--- config.mk ---
export PLATFORM = sky130hd
export DESIGN_NAME = fifo_with_cursor_extract
export DESIGN_NICKNAME = d
export VERILOG_FILES = /design/src/fcx_pkg.sv /design/src/fcx_ram.sv /design/src/fcx_ctrl.sv /design/src/fcx_dpath.sv /design/src/fifo_with_cursor_extract.sv
export SDC_FILE = /design/constraint.sdc
export NUM_CORES = 1
export LEC_CHECK = 0
export ABC_AREA = 0
export BUFFER_PORTS_ARGS = -buffer_cell sky130_fd_sc_hd__buf_2
export CORE_UTILIZATION = 37
export DETAILED_ROUTE_END_ITERATION = 8
export PLACE_DENSITY = 0.52
export SYNTH_ARGS = -nofsm -noshare
export SYNTH_HDL_FRONTEND = slang
export SYNTH_SLANG_ARGS = --single-unit
--- constraint.sdc ---
create_clock -name i_clk -period 6.5 [get_ports i_clk]
set_input_delay 0.65 -clock i_clk [delete_from_list [all_inputs] [get_ports i_clk]]
set_output_delay 0.65 -clock i_clk [all_outputs]
set_load 0.1 [all_outputs]
--- src/fcx_pkg.sv ---
`timescale 1ns / 1ps
// Shared types, field widths and codes for the queue with cursor extraction.
package fcx_pkg;

    localparam int WORD_W   = 32;
    localparam int MODE_W   = 3;
    localparam int STATUS_W = 2;
    localparam int COUNT_W  = 5;

    localparam logic [MODE_W-1:0] MODE_PUSH    = 3'd0;
    localparam logic [MODE_W-1:0] MODE_POP     = 3'd1;
    localparam logic [MODE_W-1:0] MODE_REWIND  = 3'd2;
    localparam logic [MODE_W-1:0] MODE_ADVANCE = 3'd3;
    localparam logic [MODE_W-1:0] MODE_READ    = 3'd4;
    localparam logic [MODE_W-1:0] MODE_EXTRACT = 3'd5;

    localparam logic [STATUS_W-1:0] ST_OK    = 2'd0;
    localparam logic [STATUS_W-1:0] ST_EMPTY = 2'd1;
    localparam logic [STATUS_W-1:0] ST_FULL  = 2'd2;
    localparam logic [STATUS_W-1:0] ST_NOCUR = 2'd3;

    typedef struct packed {
        logic [MODE_W-1:0] mode;
        logic [WORD_W-1:0] data;
    } t_cmd;

    typedef struct packed {
        logic [WORD_W-1:0]   word;
        logic                word_valid;
        logic [STATUS_W-1:0] status;
        logic [COUNT_W-1:0]  count;
        logic                cursor_valid;
    } t_rsp;

    typedef struct packed {
        logic latch;
        logic issue;
        logic load;
        logic sh_rd;
        logic sh_wr;
        logic fin;
    } t_ctl;

    typedef struct packed {
        logic need_word;
        logic is_extract;
        logic more;
    } t_sts;

endpackage

--- src/fcx_ram.sv ---
`timescale 1ns / 1ps
// Generic single-write, single-read RAM with a registered read port.
module fcx_ram #(
    parameter int WIDTH = 32,
    parameter int DEPTH = 16
) (
    input  logic                     i_clk,
    input  logic                     i_we,
    input  logic [$clog2(DEPTH)-1:0] i_waddr,
    input  logic [WIDTH-1:0]         i_wdata,
    input  logic                     i_re,
    input  logic [$clog2(DEPTH)-1:0] i_raddr,
    output logic [WIDTH-1:0]         o_rdata
);

    logic [WIDTH-1:0] r_mem [DEPTH];
    logic [WIDTH-1:0] r_rdata;

    always_ff @(posedge i_clk) begin
        if (i_we) begin
            r_mem[i_waddr] <= i_wdata;
        end
        if (i_re) begin
            r_rdata <= r_mem[i_raddr];
        end
    end

    assign o_rdata = r_rdata;

endmodule

--- src/fcx_ctrl.sv ---
`timescale 1ns / 1ps
// Controller state machine that sequences one queue transaction at a time.
module fcx_ctrl (
    input  logic          i_clk,
    input  logic          i_rst_n,
    input  logic          i_start,
    input  fcx_pkg::t_sts i_sts,
    output logic          o_busy,
    output fcx_pkg::t_ctl o_cmd
);
    import fcx_pkg::*;

    localparam logic [2:0] S_IDLE  = 3'd0;
    localparam logic [2:0] S_ISSUE = 3'd1;
    localparam logic [2:0] S_LOAD  = 3'd2;
    localparam logic [2:0] S_SH_RD = 3'd3;
    localparam logic [2:0] S_SH_WR = 3'd4;
    localparam logic [2:0] S_FIN   = 3'd5;

    logic [2:0] r_state;
    logic [2:0] n_state;

    always_comb begin
        n_state = r_state;
        o_cmd   = '0;
        case (r_state)
            S_IDLE: begin
                o_cmd.latch = i_start;
                if (i_start) begin
                    n_state = S_ISSUE;
                end
            end
            S_ISSUE: begin
                o_cmd.issue = 1'b1;
                n_state = i_sts.need_word ? S_LOAD : S_FIN;
            end
            S_LOAD: begin
                o_cmd.load = 1'b1;
                n_state = i_sts.is_extract ? S_SH_RD : S_FIN;
            end
            S_SH_RD: begin
                o_cmd.sh_rd = i_sts.more;
                n_state = i_sts.more ? S_SH_WR : S_FIN;
            end
            S_SH_WR: begin
                o_cmd.sh_wr = 1'b1;
                n_state = S_SH_RD;
            end
            S_FIN: begin
                o_cmd.fin = 1'b1;
                n_state = S_IDLE;
            end
            default: begin
                n_state = S_IDLE;
            end
        endcase
    end

    always_ff @(posedge i_clk) begin
        if (!i_rst_n) begin
            r_state <= S_IDLE;
        end else begin
            r_state <= n_state;
        end
    end

    assign o_busy = (r_state != S_IDLE);

    a_accept_busy: assert property (@(posedge i_clk) disable iff (!i_rst_n)
        (i_start && !o_busy) |=> o_busy)
        else $error("accepted transaction did not raise busy");

    a_fin_idle: assert property (@(posedge i_clk) disable iff (!i_rst_n)
        o_cmd.fin |=> !o_busy)
        else $error("controller did not return to idle after finishing");

    a_load_after_issue: assert property (@(posedge i_clk) disable iff (!i_rst_n)
        o_cmd.load |-> $past(o_cmd.issue))
        else $error("word load without a preceding read issue");

endmodule

--- src/fcx_dpath.sv ---
`timescale 1ns / 1ps
// Datapath with the entry store, queue pointers, cursor and result register.
module fcx_dpath #(
    parameter int DEPTH      = 16,
    parameter int DATA_WIDTH = 32
) (
    input  logic          i_clk,
    input  logic          i_rst_n,
    input  fcx_pkg::t_cmd i_cmd,
    input  fcx_pkg::t_ctl i_ctl,
    output fcx_pkg::t_sts o_sts,
    output logic          o_done,
    output fcx_pkg::t_rsp o_rsp
);
    import fcx_pkg::*;

    localparam int PTR_W = $clog2(DEPTH);
    localparam int CNT_W = $clog2(DEPTH + 1);
    localparam logic [CNT_W-1:0] FULL_CNT = CNT_W'(DEPTH);
    localparam logic [PTR_W:0]   DEPTH_X  = (PTR_W + 1)'(DEPTH);

    logic [MODE_W-1:0]     r_mode;
    logic [DATA_WIDTH-1:0] r_data;
    logic [PTR_W-1:0]      r_head;
    logic [CNT_W-1:0]      r_fill;
    logic [PTR_W-1:0]      r_cur;
    logic                  r_cur_on;
    logic [PTR_W-1:0]      r_idx;
    logic [DATA_WIDTH-1:0] r_word;
    logic                  r_done;
    t_rsp                  r_rsp;

    logic [PTR_W-1:0]      n_head;
    logic [CNT_W-1:0]      n_fill;
    logic [PTR_W-1:0]      n_cur;
    logic                  n_cur_on;

    logic                  w_empty;
    logic                  w_full;
    logic                  w_cur_ok;
    logic [STATUS_W-1:0]   w_status;
    logic                  w_need_word;
    logic                  w_more;
    logic [PTR_W-1:0]      w_idx_nx;
    logic [PTR_W-1:0]      w_rpos;
    logic                  w_re;
    logic                  w_we;
    logic [PTR_W-1:0]      w_raddr;
    logic [PTR_W-1:0]      w_waddr;
    logic [DATA_WIDTH-1:0] w_wdata;
    logic [DATA_WIDTH-1:0] w_rdata;

    // Logical position relative to the oldest entry mapped onto the circular store.
    function automatic logic [PTR_W-1:0] f_phys(input logic [PTR_W-1:0] base,
                                                input logic [PTR_W-1:0] pos);
        logic [PTR_W:0] sum;
        sum = {1'b0, base} + {1'b0, pos};
        if (sum >= DEPTH_X) begin
            sum = sum - DEPTH_X;
        end
        return sum[PTR_W-1:0];
    endfunction

    assign w_empty  = (r_fill == '0);
    assign w_full   = (r_fill == FULL_CNT);
    assign w_cur_ok = r_cur_on && (CNT_W'(r_cur) < r_fill);
    assign w_idx_nx = r_idx + PTR_W'(1);
    assign w_more   = (CNT_W'(r_idx) + CNT_W'(1)) < r_fill;

    always_comb begin
        w_status = ST_OK;
        case (r_mode)
            MODE_PUSH: begin
                if (w_full) w_status = ST_FULL;
            end
            MODE_POP, MODE_REWIND: begin
                if (w_empty) w_status = ST_EMPTY;
            end
            MODE_ADVANCE: begin
                if (!r_cur_on) w_status = ST_NOCUR;
            end
            MODE_READ, MODE_EXTRACT: begin
                if (w_empty) begin
                    w_status = ST_EMPTY;
                end else if (!w_cur_ok) begin
                    w_status = ST_NOCUR;
                end
            end
            default: begin
                w_status = ST_OK;
            end
        endcase
    end

    assign w_need_word = (w_status == ST_OK) &&
                         ((r_mode == MODE_POP) || (r_mode == MODE_READ) ||
                          (r_mode == MODE_EXTRACT));

    assign o_sts.need_word  = w_need_word;
    assign o_sts.is_extract = (r_mode == MODE_EXTRACT);
    assign o_sts.more       = w_more;

    assign w_rpos  = i_ctl.sh_rd ? w_idx_nx : ((r_mode == MODE_POP) ? '0 : r_cur);
    assign w_re    = i_ctl.issue | i_ctl.sh_rd;
    assign w_raddr = f_phys(r_head, w_rpos);
    assign w_we    = i_ctl.sh_wr |
                     (i_ctl.fin && (r_mode == MODE_PUSH) && (w_status == ST_OK));
    assign w_waddr = f_phys(r_head, i_ctl.sh_wr ? r_idx : r_fill[PTR_W-1:0]);
    assign w_wdata = i_ctl.sh_wr ? w_rdata : r_data;

    fcx_ram #(
        .WIDTH (DATA_WIDTH),
        .DEPTH (DEPTH)
    ) u_ram (
        .i_clk   (i_clk),
        .i_we    (w_we),
        .i_waddr (w_waddr),
        .i_wdata (w_wdata),
        .i_re    (w_re),
        .i_raddr (w_raddr),
        .o_rdata (w_rdata)
    );

    always_comb begin
        n_head   = r_head;
        n_fill   = r_fill;
        n_cur    = r_cur;
        n_cur_on = r_cur_on;
        if (w_status == ST_OK) begin
            case (r_mode)
                MODE_PUSH: begin
                    n_fill = r_fill + CNT_W'(1);
                end
                MODE_POP: begin
                    n_head = f_phys(r_head, PTR_W'(1));
                    n_fill = r_fill - CNT_W'(1);
                    if (r_cur_on) begin
                        if (r_cur == '0) begin
                            n_cur_on = 1'b0;
                        end else begin
                            n_cur = r_cur - PTR_W'(1);
                        end
                    end
                end
                MODE_REWIND: begin
                    n_cur    = PTR_W'(r_fill - CNT_W'(1));
                    n_cur_on = 1'b1;
                end
                MODE_ADVANCE: begin
                    if (r_cur == '0) begin
                        n_cur_on = 1'b0;
                    end else begin
                        n_cur = r_cur - PTR_W'(1);
                    end
                end
                MODE_EXTRACT: begin
                    n_fill = r_fill - CNT_W'(1);
                    if (r_cur == '0) begin
                        n_cur_on = 1'b0;
                    end else begin
                        n_cur = r_cur - PTR_W'(1);
                    end
                end
                default: begin
                    n_fill = r_fill;
                end
            endcase
        end else if (r_mode == MODE_REWIND) begin
            n_cur    = '0;
            n_cur_on = 1'b0;
        end
    end

    always_ff @(posedge i_clk) begin
        if (!i_rst_n) begin
            r_head   <= '0;
            r_fill   <= '0;
            r_cur    <= '0;
            r_cur_on <= 1'b0;
            r_done   <= 1'b0;
        end else begin
            r_done <= i_ctl.fin;
            if (i_ctl.fin) begin
                r_head   <= n_head;
                r_fill   <= n_fill;
                r_cur    <= n_cur;
                r_cur_on <= n_cur_on;
            end
        end
    end

    always_ff @(posedge i_clk) begin
        if (i_ctl.latch) begin
            r_mode <= i_cmd.mode;
            r_data <= DATA_WIDTH'(i_cmd.data);
        end
        if (i_ctl.issue) begin
            r_idx <= r_cur;
        end else if (i_ctl.sh_wr) begin
            r_idx <= w_idx_nx;
        end
        if (i_ctl.load) begin
            r_word <= w_rdata;
        end
        if (i_ctl.fin) begin
            r_rsp.word         <= w_need_word ? WORD_W'(r_word) : '0;
            r_rsp.word_valid   <= w_need_word;
            r_rsp.status       <= w_status;
            r_rsp.count        <= COUNT_W'(n_fill);
            r_rsp.cursor_valid <= n_cur_on;
        end
    end

    assign o_done = r_done;
    assign o_rsp  = r_rsp;

    a_cursor_in_range: assert property (@(posedge i_clk) disable iff (!i_rst_n)
        r_cur_on |-> (CNT_W'(r_cur) < r_fill))
        else $error("cursor rests beyond the newest entry");

    a_fill_only_at_fin: assert property (@(posedge i_clk) disable iff (!i_rst_n)
        !i_ctl.fin |=> $stable(r_fill))
        else $error("fill count changed outside the finishing step");

    a_shift_step: assert property (@(posedge i_clk) disable iff (!i_rst_n)
        i_ctl.sh_wr |=> (r_idx == PTR_W'($past(r_idx) + PTR_W'(1))))
        else $error("shift index did not advance by one entry");

endmodule

--- src/fifo_with_cursor_extract.sv ---
`timescale 1ns / 1ps
// Top level of the bounded word queue with a cursor and extraction.
//
// Channel   Direction  Handshake                Payload
// command   in         start high, busy low     i_cmd  (mode, data)
// result    out        o_done strobe, 1 cycle   o_rsp  (word, word_valid, status,
//                                                       count, cursor_valid)
//
// Push, rewind, advance, refused and unused commands go from accept through the issue
// and finish steps; pop and read add a load step because of the registered RAM read.
// Extract adds a load step, then a shift read and write for each entry newer than the
// cursor, since each is moved one slot through the single RAM read and write port.
// The result strobe comes in the cycle after the finishing step and cannot be stalled.
// Reset is synchronous and needs no clearing pass; the store is a circular buffer.
module fifo_with_cursor_extract #(
    parameter int DEPTH      = 16,
    parameter int DATA_WIDTH = 32
) (
    input  logic          i_clk,
    input  logic          i_rst_n,
    input  logic          start,
    input  fcx_pkg::t_cmd i_cmd,
    output logic          busy,
    output logic          o_done,
    output fcx_pkg::t_rsp o_rsp
);
    import fcx_pkg::*;

    t_ctl w_ctl;
    t_sts w_sts;

    fcx_ctrl u_ctrl (
        .i_clk   (i_clk),
        .i_rst_n (i_rst_n),
        .i_start (start),
        .i_sts   (w_sts),
        .o_busy  (busy),
        .o_cmd   (w_ctl)
    );

    fcx_dpath #(
        .DEPTH      (DEPTH),
        .DATA_WIDTH (DATA_WIDTH)
    ) u_dpath (
        .i_clk   (i_clk),
        .i_rst_n (i_rst_n),
        .i_cmd   (i_cmd),
        .i_ctl   (w_ctl),
        .o_sts   (w_sts),
        .o_done  (o_done),
        .o_rsp   (o_rsp)
    );

endmodule

==> flow_summary.yaml, run 1 <==
floorplanning:
  num_rows: 97
  dieArea_um2: 72700
  initial_core_util: 0.376
  ioPinCount: 81
  die_w_um: 270
  core-area_um2: 70400
  die_y_um: 270
pwr:
  p_leak_nw: 9.63
  finalPower_mw: 9.94
  power_density_nw_per_um2: 325
  ir_drop_uv: 198
yosys:
  synth-seq-area-share: 0.757
  syn_nets: 1334
  synthTopCellsByArea: "edfxtp_1 (74%), mux4_2 (11%), mux2i_1 (3.8%), mux2_2 (1.5%), dfxtp_1 (1.4%)"
  syn_avg_cell_area_um2: 20.8
  synthDistinctLibCells: 63
  synth_warnings: 0
  synthesis.area_um2: 26500
  synth.most_common_cell: "edfxtp_1"
  synth_top_cell_area_share: 0.744
  synth_commonest_cells: "edfxtp_1 (656), mux4_2 (128), mux2i_1 (101)"
  synth_edf_count: 656
  netlist_instances: 1275
  synth_seq_cells: 674
  synthArstFlopShare: 0
  synthFlopType: "edfxtp_1"
  yosys.area.top_type: "edfxtp_1"
placed_design:
  dp_hpwl_um: 32500
  placed_cell_area_um2: 28300
  gp_congestion: 0.791
  io_buffer_count: 80
  dp_cells: 2279
critical_path:
  critPathCaptureType: "flip-flop"
  cp_cell_sequence: "ha_1, xor2_1, ha_1, a21o_1, a2111oi_2, nor2_1, o21ai_0, ha_4, inv_1, fa_4, buf_4, mux4_2, mux2i_1, mux2i_1"
  start_kind: "flip-flop"
  cp_data_arrival_time_ns: 5.47
  critPathMaxStageDelay_ns: 1.05
  cp.required_ns: 6.82
  critPathKind: "reg2reg"
  crit_family: "adder cells"
  worst-path-buf-inv: 2
  crit_fanout: 27
  slowest_stage: "fa_4"
cells_and_area:
  drive_above_1_share: 0.283
  areaGrowthSynthToFinish_pct: 15.3
  fin_util: 0.434
  finalNetCount: 1472
  final_cells: 2403
  num_antenna_cells: 0
  final_area_um2: 30500
timing:
  setup_viol: 0
  rsz0062_at_grt: "no"
  fmax_mhz: 194
  max_slew_margin: 0.309
  tightest_slew_ns: 1.03
  hold_viol: 0
  min_period_ns: 5.15
  slew_viol_final: 0
  fin_tns_setup_ns: 0
  fin_skew_ns: 0.0208
  fin_crit_sh: 0.792
cts:
  clockRootBuffer: "clkbuf_16"
  cts_setup_buffers: 0
  htreeDepth: 3
  cts_num_sinks: 674
  hold_buffers: 0
  cts_tree: "built"
  clk_pin_slew_ns: 0.07
  ctsLongestPathBuffers: 3
  cts_resized: 0
  clkLatencyLatePin_ns: 0.61
  cts_made_buffers: 72
drt:
  vias_per_cell: 5.18
  firstDrtPassIters: 5
  first_iter_violations: 949
  drc: 0
  ant_nets: 0
  vias: 12446
  wl_um: 59900
  wl_per_cell_um: 24.9
global_routing:
  grt_pass1_wl_um: 88500
  overflow: 0
  grt_pass1_vias: 13329
  grt_usage: 0.166
  antenna_found_initial: 0
  grt_max_degree: 65
job:
  drv_cap: 0
worst_hold_path:
  worstHoldPathType: "in2reg"
outcome:
  status: "finished clean"
==> cell usage in the layout, fill, tap and decap left out, drive strengths merged, types with 19 or more instances in the layout <==
| cell | n |
|---|---|
| clkinv | 31 |
| buf | 118 |
| ha | 19 |
| o21ai | 20 |
| nor2 | 35 |
| inv | 23 |
| mux4 | 128 |
| clkbuf | 86 |
| and2 | 35 |
| mux2 | 35 |
| mux2i | 101 |
| nand2 | 31 |
| edfxtp | 656 |
==> layer usage <==
layer	GRT usage	wire length (µm)	up-vias
met1	0.217	26000	6595
li1	-	-	5500
met3	0.0248	2310	80
met5	0	0	-
met2	0.286	30400	271
met4	0.0495	1100	0
==> stage by stage <==
| stage | hold WS [ns] | setup WS (ns) |
|---|---|---|
| final | 0.221 | 1.35 |
| after global routing | 0.188 | 1.07 |
| after CTS | 0.178 | 1.31 |
| after detailed placement | 0.431 | 1.33 |
| after global placement | 0.421 | 1.45 |
| after floorplan | 0.420 | 1.26 |
==> worst reg2reg max path: stages (launching register included) <==
cell and delay, ns:
edfxtp_1 0.48, ha_1 0.26, xor2_1 0.22, ha_1 0.29
a21o_1 0.20, a2111oi_2 0.43, nor2_1 0.24, o21ai_0 0.35
ha_4 0.19, inv_1 0.05, fa_4 1.05, buf_4 0.45
mux4_2 0.38, mux2i_1 0.15, mux2i_1 0.11
==> power by group <==
group	switching, mW	internal, mW	total (mW)
clock	1.64	2.27	3.91
sequential	0.0756	5.09	5.17
combinational	0.608	0.254	0.862
==> kinds of logic (layout without fill, tap and decap cells) <==
| kind of cell | after synthesis | count (layout) | share of synthesized area |
|---|---|---|---|
| AOI/OAI and AO/OA | 71 | 71 | 0.0206 |
| adders and majority gates | 21 | 21 | 0.0105 |
| muxes | 264 | 264 | 0.162 |
| xor gates and xnor gates | 17 | 17 | 0.00619 |
| and+or+nand+nor | 153 | 153 | 0.0312 |
| DFF | 674 | 674 | 0.757 |
| buffers and inverters | 75 | 263 | 0.0123 |
==> flip-flops by register name, indices dropped and copies added (netlist names), 3 cells and up <==
| name | cells |
|---|---|
| u_dpath.r_idx | 4 |
| u_ctrl.r_state | 3 |
| u_dpath.r_fill | 5 |
| u_dpath.r_word | 32 |
| u_dpath.r_cur | 4 |
| u_dpath.o_rsp | 41 |
| u_dpath.r_mode | 3 |
| u_dpath.u_ram.o_rdata | 32 |
| u_dpath.r_head | 4 |
| u_dpath.u_ram.r_mem | 512 |
| u_dpath.r_data | 32 |
==> cell type report <==
type                            instances  area [µm²]
Sequential cell                       674       20100
Timing Repair Buffer                  118         736
Clock buffer                           86        1900
Tap cell                              940        1180
Clock inverter                         38         314
Fill cell                            6085       39800
Multi-Input combinational cell        526        6280
Inverter                               21        78.8
==> worst paths after layout <==
kind / from / to / slack, ns / cells after the start
max: u_dpath.r_idx[0] / u_dpath.u_ram.o_rdata[6] / 1.35 / 14
min: i_cmd[21] / u_dpath.r_data[21] / 0.22 / 1
max reg2reg: u_dpath.r_idx[0] / u_dpath.u_ram.o_rdata[6] / 1.35 / 14
min reg2reg: u_dpath.u_ram.o_rdata[0] / u_dpath.r_word[0] / 0.43 / 0
(Power assumes the default switching activity.)
==> run 2: changes to the inputs <==
--- a/config.mk
+++ b/config.mk
@@ -5,11 +5,11 @@
 export SDC_FILE = /design/constraint.sdc
 export NUM_CORES = 1
 export LEC_CHECK = 0
-export ABC_AREA = 0
+export ABC_AREA = 1
 export BUFFER_PORTS_ARGS = -buffer_cell sky130_fd_sc_hd__buf_2
 export CORE_UTILIZATION = 37
 export DETAILED_ROUTE_END_ITERATION = 8
-export PLACE_DENSITY = 0.52
+export PLACE_DENSITY = 0.54
 export SYNTH_ARGS = -nofsm -noshare
 export SYNTH_HDL_FRONTEND = slang
 export SYNTH_SLANG_ARGS = --single-unit
==> constraint.sdc (replaced) <==
create_clock -name i_clk -period 4.62 [get_ports i_clk]
set_input_delay 0.462 -clock i_clk [delete_from_list [all_inputs] [get_ports i_clk]]
set_output_delay 0.462 -clock i_clk [all_outputs]
set_load 0.1 [all_outputs]
==> run 2 against run 1 <==
First-iteration DRC count rose by 66%; synthesized cell count rose by 60%; combinational power rose by 110%; clock skew rose by 0.0065 ns; non-clock buffer count rose by 12; global-route usage rose by 1.5 points; count of clock-buffer cells in the layout fell by 1; synthesized area rose by 2.0%; critical path type unchanged; critical endpoint is now u_dpath.u_ram.o_rdata[28].
==> flow_summary.yaml, run 2 <==
global_routing:
  overflow: 0
  antenna_found_initial: 0
  grt_max_degree: 131
  grt_usage: 0.181
  grt_pass1_vias: 15905
  grt_pass1_wl_um: 101000
yosys:
  synth_top_cell_area_share: 0.729
  yosys.area.top_type: "edfxtp_1"
  synthDistinctLibCells: 41
  synth.most_common_cell: "edfxtp_1"
  synth_warnings: 0
  synthesis.area_um2: 27000
  synth-seq-area-share: 0.743
  syn_avg_cell_area_um2: 13.2
  netlist_instances: 2043
  synth_edf_count: 656
  syn_nets: 2102
  synthTopCellsByArea: "edfxtp_1 (73%), nand2_1 (5.0%), o21ai_0 (3.4%), nor2_1 (2.9%), a32o_1 (2.4%)"
  synth_seq_cells: 674
  synthArstFlopShare: 0
  synthFlopType: "edfxtp_1"
  synth_commonest_cells: "edfxtp_1 (656), nand2_1 (359), nor2_1 (209), o21ai_0 (186), a21oi_1 (86)"
timing:
  min_period_ns: 4.13
  fin_skew_ns: 0.0273
  max_slew_margin: 0.467
  slew_viol_final: 0
  hold_viol: 0
  fmax_mhz: 242
  rsz0062_at_grt: "no"
  setup_viol: 0
  fin_crit_sh: 0.893
  tightest_slew_ns: 0.797
cts:
  cts_tree: "built"
  cts_num_sinks: 674
  htreeDepth: 3
  clkLatencyLatePin_ns: 0.60
  clockRootBuffer: "clkbuf_16"
  cts_made_buffers: 69
  cts_resized: 0
  ctsLongestPathBuffers: 3
  cts_setup_buffers: 0
  clk_pin_slew_ns: 0.06
placed_design:
  gp_congestion: 0.851
  placed_cell_area_um2: 29000
  io_buffer_count: 80
  dp_hpwl_um: 35300
critical_path:
  cp.required_ns: 5.06
  critPathMaxStageDelay_ns: 0.50
  slowest_stage: "fa_2"
  crit_fanout: 33
  cp_data_arrival_time_ns: 4.56
  critPathCaptureType: "flip-flop"
  start_kind: "flip-flop"
  cp_cell_sequence: "ha_1, xor2_1, ha_1, a21oi_1, o21a_1, nand3_2, o21ai_0, ha_4, inv_1, fa_2, inv_4, buf_12, a21oi_1, a32o_1, o21ai_0, nand2_1, o21ai_1"
  critPathKind: "reg2reg"
pwr:
  ir_drop_uv: 264
  p_clk_frac: 0.363
  power_density_nw_per_um2: 471
  finalPower_mw: 14.7
  power_switching_mw: 3.79
  p_leak_nw: 10.8
  seqPwrFrac: 0.511
  pwr-share-comb: 0.126
  switching_share: 0.258
  p_int_mw: 10.9
drt:
  drc: 0
  wl_per_cell_um: 21.5
  vias: 16485
  ant_nets: 0
  firstDrtPassIters: 7
  vias_per_cell: 5.26
  first_iter_violations: 1573
  wl_um: 67500
floorplanning:
  core-area_um2: 71900
  die_w_um: 272
  num_rows: 98
  die_y_um: 272
  ioPinCount: 81
  dieArea_um2: 74100
  initial_core_util: 0.376
cells_and_area:
  num_antenna_cells: 0
  multi_input_area_um2: 6290
  finalNetCount: 2186
  largest_reg_flops: 512
  regMostFlops: "u_dpath.u_ram.r_mem"
  final_cell_mix: "edfxtp_1 (656), nand2_1 (357), nor2_1 (193)"
  drive_above_1_share: 0.140
  fin_util: 0.434
  final_area_um2: 31200
  regArea_um2: 20100
  fill_cells: 6511
  areaGrowthSynthToFinish_pct: 15.5
  final_common_cell: "edfxtp_1"
outcome:
  status: "finished clean"
job:
  drv_cap: 0
worst_hold_path:
  worstHoldPathType: "in2reg"
[run 2: cell types whose count changed in the layout (fill, tap and decap cells not counted), moves of 35 or more]
| cell | previous run | this run |
|---|---|---|
| nor2_1 | 20 | 193 |
| and2_1 | 35 | 0 |
| o21ai_0 | 19 | 186 |
| o21ai_1 | 0 | 43 |
| nand2_1 | 30 | 357 |
| o22ai_1 | 2 | 65 |
| a32o_1 | 3 | 64 |
| inv_1 | 20 | 75 |
| mux2i_1 | 101 | 0 |
| mux4_2 | 128 | 0 |
| a21oi_1 | 13 | 86 |
[run 2: path summary, 6_finish.rpt]
path | from | endpoint | slack, ns | cells past startpoint
worst max register to register | u_dpath.r_idx[0] | u_dpath.u_ram.o_rdata[28] | 0.49 | 17
worst min register to register | u_dpath.u_ram.o_rdata[31] | u_dpath.r_word[31] | 0.45 | 0
worst min-delay path | i_cmd[13] | u_dpath.r_data[13] | 0.03 | 1
worst max-delay path | u_dpath.r_idx[0] | u_dpath.u_ram.o_rdata[28] | 0.49 | 17
[run 2: power groups by stage]
| stage | Sequential (mW) | Combinational, mW | Clock, mW |
|---|---|---|---|
| after floorplan | 7.70 | 1.12 | 0 |
| after detailed placement | 7.63 | 1.86 | 0 |
| after global routing | 7.52 | 2.04 | 5.68 |
| after CTS | 7.50 | 1.86 | 5.46 |
| after global placement | 7.63 | 1.81 | 0 |
| final | 7.50 | 1.85 | 5.33 |
[run 2: cells by family after synthesis]
group	synth area share
xor+xnor	0.00454
mux	0.0133
flops	0.743
compound gates	0.109
fa+ha+maj	0.0103
buf+inv	0.0308
simple gates	0.0895
[run 2: worst max-delay path: cells and delay by family (launching register included)]
kind,cells,cell delay [ns]
and+or+nand+nor,2,0.23
AOI/OAI and AO/OA,7,1.13
adders and majority gates,4,1.23
buffers and inverters,3,0.67
DFF,1,0.44
xor gates and xnor gates,1,0.23
[run 2: metal layers]
layer  wire (µm)  track usage  vias up
li1            -            -     7636
met1       30500        0.251     8311
met2       32300        0.298      454
met3        3280       0.0202       84
met4        1410       0.0572        0
met5           0            0        -
[run 2: through the flow]
stage	cells	setup slack [ns]	hold WS, ns	setup TNS [ns]
after global placement	3003	0.506	0.427	0
after detailed placement	3003	0.476	0.436	0
after floorplan	2043	-0.849	0.422	-54.31
final	3133	0.495	0.0348	0
after CTS	3133	0.477	0.00195	0
after global routing	3133	0.107	0.0226	0
[run 2: final cells by class]
type | instances | share of cell area
Clock buffer | 85 | 0.0596
Inverter | 86 | 0.0106
Timing Repair Buffer | 130 | 0.0371
Tap cell | 950 | 0.0381
Sequential cell | 674 | 0.643
Clock inverter | 42 | 0.00979
Multi-Input combinational cell | 1166 | 0.202
[run 2: timing repair]
item,CTS,global route
endpoints found under the hold margin,3,0
endpoints found under the setup margin,0,0
hold buffers,3,0
